==> config.mk <==
export PLATFORM = sky130hd
export DESIGN_NAME = timed_event_queue
export DESIGN_NICKNAME = d
export VERILOG_FILES = /design/src/hw/rtl/teq_pkg.sv /design/src/hw/rtl/teq_datapath.sv /design/src/hw/rtl/teq_ctrl.sv /design/src/hw/rtl/timed_event_queue.sv
export SDC_FILE = /design/constraint.sdc
export NUM_CORES = 2
export LEC_CHECK = 0
export BUFFER_PORTS_ARGS = -buffer_cell sky130_fd_sc_hd__buf_2
export CAP_MARGIN = 20
export CORE_MARGIN = 10
export CORE_UTILIZATION = 40
export CTS_CLUSTER_DIAMETER = 60
export DETAILED_ROUTE_END_ITERATION = 6
export PLACE_DENSITY = 0.56
export SLEW_MARGIN = 20
export SYNTH_ARGS = -nofsm -noshare
export SYNTH_HDL_FRONTEND = slang
export SYNTH_SLANG_ARGS = --single-unit
==> constraint.sdc <==
create_clock -name i_clk -period 11.3 [get_ports i_clk]
set_input_delay 1.695 -clock i_clk [delete_from_list [all_inputs] [get_ports i_clk]]
set_output_delay 1.695 -clock i_clk [all_outputs]
set_load 0.005 [all_outputs]
==> src/hw/rtl/teq_pkg.sv <==
// Package: types, constants and codes for the timed event queue.
package teq_pkg;
    localparam int QueueDepth = 32;
    localparam int IdBits     = 16;
    localparam int IdxW       = $clog2(QueueDepth);
    localparam int CntW       = $clog2(QueueDepth + 1);

    localparam logic [1:0] OP_ADD     = 2'd0;
    localparam logic [1:0] OP_REMOVE  = 2'd1;
    localparam logic [1:0] OP_ADVANCE = 2'd2;

    localparam logic [2:0] K_ADDED    = 3'd0;
    localparam logic [2:0] K_REJ_PAST = 3'd1;
    localparam logic [2:0] K_REJ_FULL = 3'd2;
    localparam logic [2:0] K_REMOVED  = 3'd3;
    localparam logic [2:0] K_FIRED    = 3'd4;
    localparam logic [2:0] K_DONE     = 3'd5;

    typedef struct packed {
        logic [1:0]  op;
        logic [31:0] time_value;
        logic [15:0] event_id;
    } t_in;

    typedef struct packed {
        logic [2:0]  kind;
        logic [15:0] fired_id;
        logic [31:0] fired_time;
        logic [5:0]  removed_count;
        logic [31:0] now_time;
        logic        last;
    } t_out;

    typedef enum logic [2:0] {
        S_IDLE, S_ADD, S_SHIFT, S_SCAN, S_FIRE, S_RESULT
    } t_state;

    // controller -> datapath
    typedef struct packed {
        logic load;      // latch input item
        logic add_step;  // one step of add search/shift
        logic scan_step; // one step of remove/advance compaction
        logic fire_take; // fired entry transferred out
    } t_cmd;

    // datapath -> controller
    typedef struct packed {
        logic add_done;
        logic scan_done;
        logic fire_pend;
    } t_stat;
endpackage

==> src/hw/rtl/teq_datapath.sv <==
// Datapath: slot register file, time register, shift/compaction and result build.
module teq_datapath (
    input  logic           i_clk,
    input  logic           i_rst_n,
    input  teq_pkg::t_in   i_item,
    input  teq_pkg::t_cmd  i_cmd,
    output teq_pkg::t_stat o_stat,
    output teq_pkg::t_out  o_res,
    output teq_pkg::t_out  o_fire
);
    import teq_pkg::*;

    logic [31:0]       r_slot_time [QueueDepth];
    logic [IdBits-1:0] r_slot_id   [QueueDepth];
    logic [31:0]       r_now, n_now;
    logic [CntW-1:0]   r_count;
    t_in               r_item;
    logic [CntW-1:0]   r_rd, r_wr, r_removed;
    logic [31:0]       r_limit;
    logic              r_fire_pend;
    logic [31:0]       r_fire_time;
    logic [IdBits-1:0] r_fire_id;
    logic [2:0]        r_kind;

    logic [IdxW-1:0] rd_idx, wr_idx;
    logic [31:0]     rd_time;
    logic            add_shift, match;
    logic            rd_end;

    assign rd_idx  = r_rd[IdxW-1:0];
    assign wr_idx  = r_wr[IdxW-1:0];
    assign rd_time = r_slot_time[rd_idx];
    assign rd_end  = (r_rd == r_count);
    // add: r_rd walks down from count; shift while previous entry is later
    assign add_shift = (r_rd != '0) &&
                       (r_slot_time[IdxW'(r_rd - 1'b1)] > r_item.time_value);
    assign match = (r_item.op == OP_REMOVE) ? (rd_time == r_item.time_value)
                                            : (rd_time <= r_limit);

    assign o_stat.add_done  = !add_shift;
    assign o_stat.scan_done = rd_end && !r_fire_pend;
    assign o_stat.fire_pend = r_fire_pend;

    always_comb begin
        n_now = r_now + i_item.time_value;
    end

    always_ff @(posedge i_clk) begin
        if (!i_rst_n) begin
            r_now       <= '0;
            r_count     <= '0;
            r_fire_pend <= 1'b0;
        end else begin
            if (i_cmd.load) begin
                r_item    <= i_item;
                r_removed <= '0;
                r_wr      <= '0;
                r_limit   <= n_now;
                r_fire_pend <= 1'b0;
                if (i_item.op == OP_ADD) begin
                    r_rd <= r_count;
                    if (i_item.time_value < r_now)       r_kind <= K_REJ_PAST;
                    else if (r_count == CntW'(QueueDepth)) r_kind <= K_REJ_FULL;
                    else                                  r_kind <= K_ADDED;
                end else begin
                    r_rd   <= '0;
                    r_kind <= (i_item.op == OP_REMOVE) ? K_REMOVED : K_DONE;
                end
                if (i_item.op == OP_ADVANCE) r_now <= n_now;
            end
            if (i_cmd.add_step) begin
                if (add_shift) begin
                    r_slot_time[rd_idx] <= r_slot_time[IdxW'(r_rd - 1'b1)];
                    r_slot_id[rd_idx]   <= r_slot_id[IdxW'(r_rd - 1'b1)];
                    r_rd <= r_rd - 1'b1;
                end else begin
                    r_slot_time[rd_idx] <= r_item.time_value;
                    r_slot_id[rd_idx]   <= r_item.event_id[IdBits-1:0];
                    r_count <= r_count + 1'b1;
                end
            end
            if (i_cmd.fire_take) r_fire_pend <= 1'b0;
            if (i_cmd.scan_step && !r_fire_pend) begin
                if (rd_end) begin
                    r_count <= r_wr;
                end else begin
                    r_rd <= r_rd + 1'b1;
                    if (match) begin
                        if (r_item.op == OP_REMOVE) begin
                            r_removed <= r_removed + 1'b1;
                        end else begin
                            r_fire_pend <= 1'b1;
                            r_fire_time <= rd_time;
                            r_fire_id   <= r_slot_id[rd_idx];
                        end
                    end else begin
                        r_slot_time[wr_idx] <= rd_time;
                        r_slot_id[wr_idx]   <= r_slot_id[rd_idx];
                        r_wr <= r_wr + 1'b1;
                    end
                end
            end
        end
    end

    always_comb begin
        o_res = '0;
        o_res.kind     = r_kind;
        o_res.now_time = r_now;
        o_res.last     = 1'b1;
        if (r_kind == K_REMOVED) o_res.removed_count = 6'(r_removed);
        o_fire = '0;
        o_fire.kind       = K_FIRED;
        o_fire.fired_id   = 16'(r_fire_id);
        o_fire.fired_time = r_fire_time;
        o_fire.now_time   = r_now;
    end
endmodule

==> src/hw/rtl/teq_ctrl.sv <==
// Controller: sequencing state machine for add, remove and advance.
module teq_ctrl (
    input  logic           i_clk,
    input  logic           i_rst_n,
    input  logic           i_in_valid,
    input  logic [1:0]     i_op,
    input  logic           i_out_ready,
    input  logic           i_rej,
    input  teq_pkg::t_stat i_stat,
    output logic           o_in_ready,
    output logic           o_out_valid,
    output logic           o_sel_fire,
    output teq_pkg::t_cmd  o_cmd
);
    import teq_pkg::*;

    t_state r_state, n_state;

    always_ff @(posedge i_clk) begin
        if (!i_rst_n) r_state <= S_IDLE;
        else          r_state <= n_state;
    end

    always_comb begin
        n_state = r_state;
        unique case (r_state)
            S_IDLE: begin
                if (i_in_valid) begin
                    unique case (i_op)
                        OP_ADD:                 n_state = S_ADD;
                        OP_REMOVE, OP_ADVANCE:  n_state = S_SCAN;
                        default:                n_state = S_RESULT;
                    endcase
                end
            end
            S_ADD:    n_state = i_rej ? S_RESULT : S_SHIFT;
            S_SHIFT:  if (i_stat.add_done) n_state = S_RESULT;
            S_SCAN: begin
                if (i_stat.fire_pend)      n_state = S_FIRE;
                else if (i_stat.scan_done) n_state = S_RESULT;
            end
            S_FIRE:   if (i_out_ready) n_state = S_SCAN;
            S_RESULT: if (i_out_ready) n_state = S_IDLE;
            default:  n_state = S_IDLE;
        endcase
    end

    always_comb begin
        o_cmd       = '0;
        o_in_ready  = 1'b0;
        o_out_valid = 1'b0;
        o_sel_fire  = 1'b0;
        unique case (r_state)
            S_IDLE: begin
                o_in_ready = 1'b1;
                o_cmd.load = i_in_valid;
            end
            S_ADD: ;
            S_SHIFT:  o_cmd.add_step = 1'b1;
            S_SCAN:   o_cmd.scan_step = 1'b1;
            S_FIRE: begin
                o_out_valid     = 1'b1;
                o_sel_fire      = 1'b1;
                o_cmd.fire_take = i_out_ready;
            end
            S_RESULT: o_out_valid = 1'b1;
            default: ;
        endcase
    end
endmodule

==> src/hw/rtl/timed_event_queue.sv <==
// Top level: time-ordered event queue with a current-time register.
// Add: accept, check, one shift per later entry, insert, result; a rejected add
// goes from check straight to result. At most 31 later entries are shifted.
// Remove/advance: accept, one scan step per queued entry plus an end step, and
// for each fired event a wait and a transfer, then result; output stalls add to it.
// One item at a time. Sync active-low reset clears time, count, control only.
module timed_event_queue (
    input  logic          i_clk,
    input  logic          i_rst_n,
    input  logic          i_in_valid,
    output logic          o_in_ready,
    input  teq_pkg::t_in  i_in_data,
    output logic          o_out_valid,
    input  logic          i_out_ready,
    output teq_pkg::t_out o_out_data
);
    import teq_pkg::*;

    t_cmd  cmd;
    t_stat stat;
    t_out  res, fire;
    logic  sel_fire;

    // reject kinds are decided at load; the controller only needs a flag
    logic rej;
    assign rej = (res.kind == K_REJ_PAST) || (res.kind == K_REJ_FULL);

    teq_ctrl u_ctrl (
        .i_clk       (i_clk),
        .i_rst_n     (i_rst_n),
        .i_in_valid  (i_in_valid),
        .i_op        (i_in_data.op),
        .i_out_ready (i_out_ready),
        .i_rej       (rej),
        .i_stat      (stat),
        .o_in_ready  (o_in_ready),
        .o_out_valid (o_out_valid),
        .o_sel_fire  (sel_fire),
        .o_cmd       (cmd)
    );

    teq_datapath u_dp (
        .i_clk   (i_clk),
        .i_rst_n (i_rst_n),
        .i_item  (i_in_data),
        .i_cmd   (cmd),
        .o_stat  (stat),
        .o_res   (res),
        .o_fire  (fire)
    );

    // fired entries transfer first, then the closing result
    assign o_out_data = sel_fire ? fire : res;
endmodule
Yosys cells after proc, flatten, opt, wreduce, memory -nomap -nowiden
Memory sizes are Yosys's and may differ from the RTL's. A register that Yosys moved wholly into a read port is not among the register bits.
Index checks and enable logic that the tools add are counted.
{"block": "word_totals", "out_inout_bits": 92, "word_cells": 135, "ram_bits": 1536, "mem_count": 2, "reg_bits": 193}
{"block": "classes", "bitwise_logic": 4, "n_mux": 71, "magnitude_cmp": 3, "n_eq_ne": 19, "add_sub_neg": 6, "n_reduce_logical": 16}
{"memory": "u_dp.r_slot_time", "depth": 32, "word_bits": 32, "rd": 2, "rd_clocked_by_memory_dff": 1, "write_ports": 1, "line": "teq_datapath.sv:13", "text": "logic [31:0] r_slot_time [QueueDepth];"}
{"memory": "u_dp.r_slot_id", "depth": 32, "word_bits": 16, "rd": 2, "rd_clocked_by_memory_dff": 1, "write_ports": 1, "line": "teq_datapath.sv:14", "text": "logic [IdBits-1:0] r_slot_id [QueueDepth];"}
{"cell": "6-bit two-way mux", "count": 20}
{"cell": "90-bit two-way mux", "count": 1}
{"cell": "32-bit two-way mux", "count": 2}
{"cell": "32-bit adder", "count": 1}
{"cell": "32-bit equality test", "count": 1}
{"cell": "32-bit greater-than comparator", "count": 1}
{"cell": "32-bit less-or-equal comparator", "count": 1}
{"cell": "32-bit < comparator", "count": 1}
{"cell": "16-bit two-way mux", "count": 2}
{"cell": "32-bit OR reduction", "count": 1}
{"cell": "3-bit two-way mux", "count": 10}
{"cell": "1-bit two-way mux", "count": 29}
{"cell": "6-bit by 1-bit adder with 6-bit output, second input constant", "count": 4}
{"cell": "5-bit two-way mux", "count": 4}
{"cell": "3-bit one-hot mux with 6 select lines", "count": 1}
{"cell": "16-bit OR reduction", "count": 1}
{"cell": "3-bit by 2-bit equality test with 1-bit output, second input constant", "count": 4}
{"cell": "5-bit AND reduction", "count": 2}
{"cell": "2-bit inequality test, second input constant", "count": 4}
{"cell": "3-bit by 1-bit equality test with 1-bit output, second input constant", "count": 2}
{"cell": "3-bit equality test, second input constant", "count": 2}
{"cell": "6-bit equality test", "count": 1}
{"cell": "6-bit equality test, second input constant", "count": 1}
{"cell": "3-bit one-hot mux with 2 select lines", "count": 1}
{"cell": "other kinds (15)", "count": 22}

Depth between registers and ports, before layout
An unclocked memory read counts as a cell.
{"block": "depth", "word_depth": 10, "ltp_mapped": 27, "depth_no_buf": 17}

By module
From an unflattened synthesis, not the netlist that was laid out.
{"block": "hier_totals", "hier_cells": 6653, "hier_area_um2": 102789.8}
{"module": "teq_datapath", "cells_each": 6507, "instances": 1, "area_per_inst_um2": 100921.8}
{"module": "timed_event_queue", "cells_each": 102, "instances": 1, "area_per_inst_um2": 1555.2}
{"module": "teq_ctrl", "cells_each": 44, "instances": 1, "area_per_inst_um2": 312.8}

Worst setup path before layout
Ideal clock, no wire load.
{"block": "synth_path", "kind": "register to register", "from": "register u_dp.r_rd[0]", "to": "memory u_dp.r_slot_time[0][10] (data pin)", "slack_ps": 2751, "t_arrival_ps": 8095, "stages_incl_launch_ff": 26, "t_required_ps": 10846, "setup_time_ps": 454, "cell_sequence": "edfxtp_1 -> clkbuf_1 -> clkbuf_1 -> clkbuf_1 -> clkbuf_1 -> inv_1 -> ha_1 -> clkbuf_1 -> clkbuf_1 -> clkbuf_1 -> mux4_2 -> mux4_2 -> mux2_2 -> ha_1 -> a21o_1 -> a21o_1 -> a21o_1 -> a21o_1 -> a211o_1 -> o211ai_1 -> a31oi_1 -> nor3_1 -> clkbuf_1 -> clkbuf_1 -> mux2i_1 -> o21ai_0"}
{"block": "synth_via", "elab_chain_len": 10}
{"item": "start, declared", "line": "teq_datapath.sv:18", "text": "logic [CntW-1:0] r_rd, r_wr, r_removed;"}
{"item": "start signal, assigned", "line": "teq_datapath.sv:61", "text": "r_rd <= r_count;"}
{"item": "start signal, assigned", "line": "teq_datapath.sv:75", "text": "r_rd <= r_rd - 1'b1;"}
{"item": "start signal, assigned", "line": "teq_datapath.sv:87", "text": "r_rd <= r_rd + 1'b1;"}
{"item": "6-bit by 1-bit subtractor with 6-bit output", "line": "teq_datapath.sv:36, teq_datapath.sv:73"}
{"item": "memory 32 x 32 bit"}
{"item": "32-bit greater-than comparator", "line": "teq_datapath.sv:36", "text": "(r_slot_time[IdxW'(r_rd - 1'b1)] > r_item.time_value);"}
{"item": "1-bit logical AND", "line": "teq_datapath.sv:35", "text": "assign add_shift = (r_rd != '0) &&"}
{"item": "1-bit two-way mux", "line": "teq_datapath.sv:72", "text": "if (add_shift) begin"}
{"item": "1-bit two-way mux", "line": "teq_datapath.sv:71", "text": "if (i_cmd.add_step) begin"}
{"item": "1-bit two-way mux", "line": "teq_datapath.sv:49", "text": "if (!i_rst_n) begin"}
{"item": "1-bit two-way mux (not written as such)", "line": "teq_datapath.sv:77", "text": "r_slot_time[rd_idx] <= r_item.time_value;"}
{"item": "32-bit two-way mux (no line)"}
{"item": "32-bit two-way mux (no line) *"}
{"item": "end, declared", "line": "teq_datapath.sv:13"}
Every way passes the cells marked *; elsewhere a longest branch is shown, timed or not.

==> flow_summary.rst <==
.. list-table::
   :header-rows: 1

   * - Metric
     - Value
   * - Number of global-route vias before repair
     - 49500
   * - GRT Total Usage
     - 0.230
   * - Cells after Synth
     - 4648
   * - RSZ-0062 raised after global routing
     - false
   * - Area of the multi-input gates
     - 0.0309 mm^2
   * - Post-synthesis cell type count
     - 73
   * - Ports
     - 146
   * - Crit path kind
     - register to register
   * - Logic pwr share
     - 0.479
   * - Element type at the critical path start
     - register
   * - Initial cell density of the core
     - 0.404
   * - Post-detailed-routing wire length
     - 269000 um
   * - Share of the yosys chip area belonging to registers
     - 0.616
   * - CTS Root Buffer Type
     - sky130_fd_sc_hd__clkbuf_16
   * - Fraction of the core area covered by cells at the end of the flow
     - 0.459
   * - Count of buffers from port buffering
     - 145
   * - Largest net degree at the start of global routing
     - 99
   * - Count of final max-slew check failures
     - 0
   * - Core region area
     - 0.208 mm^2
   * - Reg2Reg Depth
     - 17
   * - Synth Net Count
     - 4840
   * - Most common cell after layout, fill and taps aside
     - sky130_fd_sc_hd__edfxtp_1
   * - Avg Inst Size Synth
     - 18.0 um^2
   * - Share of synthesized flip-flops with an asynchronous set or reset
     - 0
   * - Number of hold-slack violations in the final timing report
     - 0
   * - Via count normalized by instance count
     - 6.36
   * - Sort of element at the end of the critical path
     - register
   * - Total power divided by cell area
     - 361 mW/mm^2
   * - Total CTS buffers
     - 187
   * - Final total power
     - 0.0344 W
   * - Fraction of power spent switching nets
     - 0.387
   * - Clock insertion delay at the later pin of the skew report
     - 0.86 ns
   * - Area delta synth->final
     - 13.8%
   * - Pre-antenna DRT Iters
     - 6
   * - R2r setup slk
     - 2.81 ns
   * - Status
     - finished, final reports clean
   * - Clock power frac
     - 0.185
   * - Starting DRC count in detailed routing
     - 6320
   * - H-tree levels
     - 4
   * - Global placement routability congestion
     - 0.862
   * - Critical Path Fanout Max
     - 54
   * - Initial antenna violation count
     - 5
   * - CTS sink count
     - 1734
   * - Maximum buffer depth of the clock tree
     - 3
   * - Final Non-Filler Cells
     - 7765
   * - Worst slew margin relative to its limit
     - 0.223
   * - Global-route wire length before repair
     - 381000 um
   * - Number of violations of the max-capacitance limit
     - 0
   * - Top library cells by usage in the layout, fill and taps aside
     - 1687 x sky130_fd_sc_hd__edfxtp_1, 828 x sky130_fd_sc_hd__mux4_2, 203 x sky130_fd_sc_hd__mux2i_1, 189 x sky130_fd_sc_hd__clkbuf_16, 179 x sky130_fd_sc_hd__nand2_1
   * - # rows
     - 167
   * - Die Y
     - 478 um
   * - ANT nets after route
     - 0
   * - Post-route minimum period
     - 8.49 ns
   * - Final worst clock skew
     - 0.0467 ns
   * - Sum of overflow across all layers after global routing
     - 0
   * - Endpoint required time on the critical path
     - 11.76 ns
   * - Vias post-DR
     - 49400
   * - Fraction of layout cells with a size suffix above 1
     - 0.321
   * - Switching Power
     - 0.0133 W
   * - Fillers
     - 17600
   * - Clk slew on worst S/H paths
     - 0.06 ns
   * - Peak supply drop
     - 0.000335 V
   * - Final setup violating endpoints
     - 0
   * - Count of synthesis-stage warnings from yosys
     - 0
   * - Leak Pwr
     - 31.0 nW
   * - Area of all sequential standard cells
     - 0.0516 mm^2
   * - Worst reg2reg endpoint
     - u_dp.r_slot_time[11][17]
   * - Internal power component
     - 0.0211 W
   * - Post-synth top flop
     - sky130_fd_sc_hd__edfxtp_1
   * - Total half-perimeter wirelength after legalization and detailed placement
     - 161000 um
   * - Post-route DRC
     - 0
   * - NumNets Final
     - 5009
   * - Post-placement worst setup slack
     - 2.99 ns
   * - Horizontal extent of the die
     - 478 um
   * - Final Worst Setup Slack
     - 2.81 ns
   * - Data arrival time of the critical path
     - 8.96 ns
   * - Maximum clock rate
     - 118 MHz
   * - Die area
     - 0.228 mm^2
   * - Sequential group share of total power
     - 0.336
   * - Type of the most critical hold path
     - register to register
   * - Share of the clock period used by the worst path after layout
     - 0.752
   * - Quantity of gates resized following cts
     - 0
   * - DP Cell Count
     - 7415
   * - Number of post-CTS setup repair buffers
     - 0
   * - TritonCTS clock tree
     - built
   * - Measured slew at the worst slew-check pin
     - 1.17 ns
   * - Total of flip-flops plus latches after synthesis
     - 1734
   * - Cell area after synthesis
     - 0.0838 mm^2
   * - Hold Buf Count CTS
     - 0
   * - Routed WL per cell
     - 34.7 um
   * - Timing endpoint of the critical path
     - u_dp.r_slot_time[11][17]
   * - Count of flip-flops with a built-in enable after synthesis
     - 1687
   * - Total negative slack
     - 0 ns
[registers in the layout (all words and copies together), names as in the netlist, named ones only]
name              flops
u_dp.r_slot_id      512
u_dp.r_limit         32
u_dp.r_now           32
u_dp.r_removed        6
u_dp.r_fire_time     32
u_dp.r_item          50
u_dp.r_kind           3
u_dp.r_fire_id       16
u_dp.r_fire_pend      1
u_dp.r_rd             6
u_ctrl.r_state        3
u_dp.r_count          6
u_dp.r_wr             6
u_dp.r_slot_time   1024
[final cells by class]
class,count,share of cell area
diodes,3,0.0000787
clock buffers,219,0.0508
clock inverters,127,0.0155
flip-flops and latches,1734,0.541
multi-input cells,2407,0.324
repair buffers,328,0.0260
well taps,2788,0.0366
inverters,159,0.00628
[routing by layer]
layer | GRT usage | vias to the layer above | wire [um]
li1 | - | 19700 | -
met1 | 0.319 | 26500 | 110000
met2 | 0.365 | 2757 | 127000
met3 | 0.0419 | 468 | 21900
met4 | 0.0792 | 2 | 10400
met5 | 0 | - | 11
[worst max-delay path, stage by stage, from the launching register on]
cell	delay [ns]
sky130_fd_sc_hd__dfxtp_4	0.61
sky130_fd_sc_hd__buf_4	0.83
sky130_fd_sc_hd__mux4_2	0.60
sky130_fd_sc_hd__mux4_2	0.49
sky130_fd_sc_hd__mux2i_1	0.67
sky130_fd_sc_hd__inv_1	0.18
sky130_fd_sc_hd__ha_1	0.35
sky130_fd_sc_hd__nand4_1	0.13
sky130_fd_sc_hd__nor4_1	0.42
sky130_fd_sc_hd__o21ai_0	0.15
sky130_fd_sc_hd__a32oi_1	0.40
sky130_fd_sc_hd__nor2_1	0.16
sky130_fd_sc_hd__nor4_4	0.44
sky130_fd_sc_hd__buf_4	0.86
sky130_fd_sc_hd__nand3_1	0.39
sky130_fd_sc_hd__a21oi_4	0.20
sky130_fd_sc_hd__buf_4	0.44
sky130_fd_sc_hd__buf_4	0.66
[power groups by stage]
stage | Clock (W) | Combinational (W) | Sequential [W]
finish | 0.00636 | 0.0165 | 0.0116
global route | 0.00672 | 0.0175 | 0.0116
CTS | 0.00645 | 0.0164 | 0.0116
detailed placement | 0 | 0.0164 | 0.0117
global placement | 0 | 0.0162 | 0.0117
floorplan | 0 | 0.0103 | 0.0117
[how the worst min path moves through the flow]
stage / endpoint / startpoint / cells after the start / slack [ns]
4_1_cts: u_dp.r_fire_pend / u_dp.r_fire_pend / 2 / 0.50
2_1_floorplan: u_dp.r_fire_pend / u_dp.r_fire_pend / 2 / 0.45
3_3_place_gp: u_dp.r_fire_pend / u_dp.r_fire_pend / 2 / 0.47
5_1_grt: u_dp.r_fire_pend / u_dp.r_fire_pend / 2 / 0.53
3_5_place_dp: u_dp.r_fire_pend / u_dp.r_fire_pend / 2 / 0.48
6_report: u_dp.r_fire_pend / u_dp.r_fire_pend / 2 / 0.49
[kinds of logic (layout without fill, tap and decap cells)]
| family | count (synthesis) | in the layout | synth area share |
|---|---|---|---|
| AND/OR/NAND/NOR | 635 | 635 | 0.0380 |
| flip-flops | 1734 | 1734 | 0.616 |
| adder cells (fa/ha/maj) | 138 | 138 | 0.0207 |
| multiplexers | 1081 | 1081 | 0.253 |
| AO/OA/AOI/OAI | 472 | 472 | 0.0376 |
| XOR/XNOR | 81 | 81 | 0.00846 |
| other | 0 | 3 | 0 |
| buffers and inverters | 507 | 833 | 0.0262 |
[synthesized netlist by cell type, types with 15 or more instances]
cell type,n,share of area
sky130_fd_sc_hd__a211oi_1,47,0.0042
sky130_fd_sc_hd__a21o_1,29,0.0026
sky130_fd_sc_hd__a21oi_1,98,0.0059
sky130_fd_sc_hd__a22oi_1,85,0.0076
sky130_fd_sc_hd__and2_1,59,0.0044
sky130_fd_sc_hd__buf_1,64,0.0029
sky130_fd_sc_hd__buf_2,52,0.0031
sky130_fd_sc_hd__buf_4,55,0.0049
sky130_fd_sc_hd__clkbuf_1,173,0.0077
sky130_fd_sc_hd__dfxtp_1,47,0.011
sky130_fd_sc_hd__edfxtp_1,1687,0.60
sky130_fd_sc_hd__ha_1,137,0.020
sky130_fd_sc_hd__inv_1,158,0.0071
sky130_fd_sc_hd__mux2_2,49,0.0066
sky130_fd_sc_hd__mux2i_1,203,0.024
sky130_fd_sc_hd__mux4_2,828,0.22
sky130_fd_sc_hd__nand2_1,180,0.0081
sky130_fd_sc_hd__nand2b_1,15,0.0011
sky130_fd_sc_hd__nand3_1,52,0.0031
sky130_fd_sc_hd__nand4_1,45,0.0034
sky130_fd_sc_hd__nor2_1,137,0.0061
sky130_fd_sc_hd__nor2b_1,41,0.0031
sky130_fd_sc_hd__nor3_1,25,0.0015
sky130_fd_sc_hd__nor4_1,27,0.0020
sky130_fd_sc_hd__o21ai_0,57,0.0034
sky130_fd_sc_hd__o22ai_1,42,0.0031
sky130_fd_sc_hd__o31ai_1,19,0.0017
sky130_fd_sc_hd__xnor2_1,66,0.0069
sky130_fd_sc_hd__xor2_1,15,0.0016
[metrics by stage]
| step | hold WS, ns | instance area, um^2 |
|---|---|---|
| final | 0.488 | 95400 |
| after global placement | 0.474 | 88700 |
| after detailed placement | 0.484 | 88900 |
| after floorplan | 0.455 | 83800 |
| after global routing | 0.533 | 95400 |
| after CTS | 0.495 | 95300 |
Note: power is estimated with default switching activity, not from simulation.
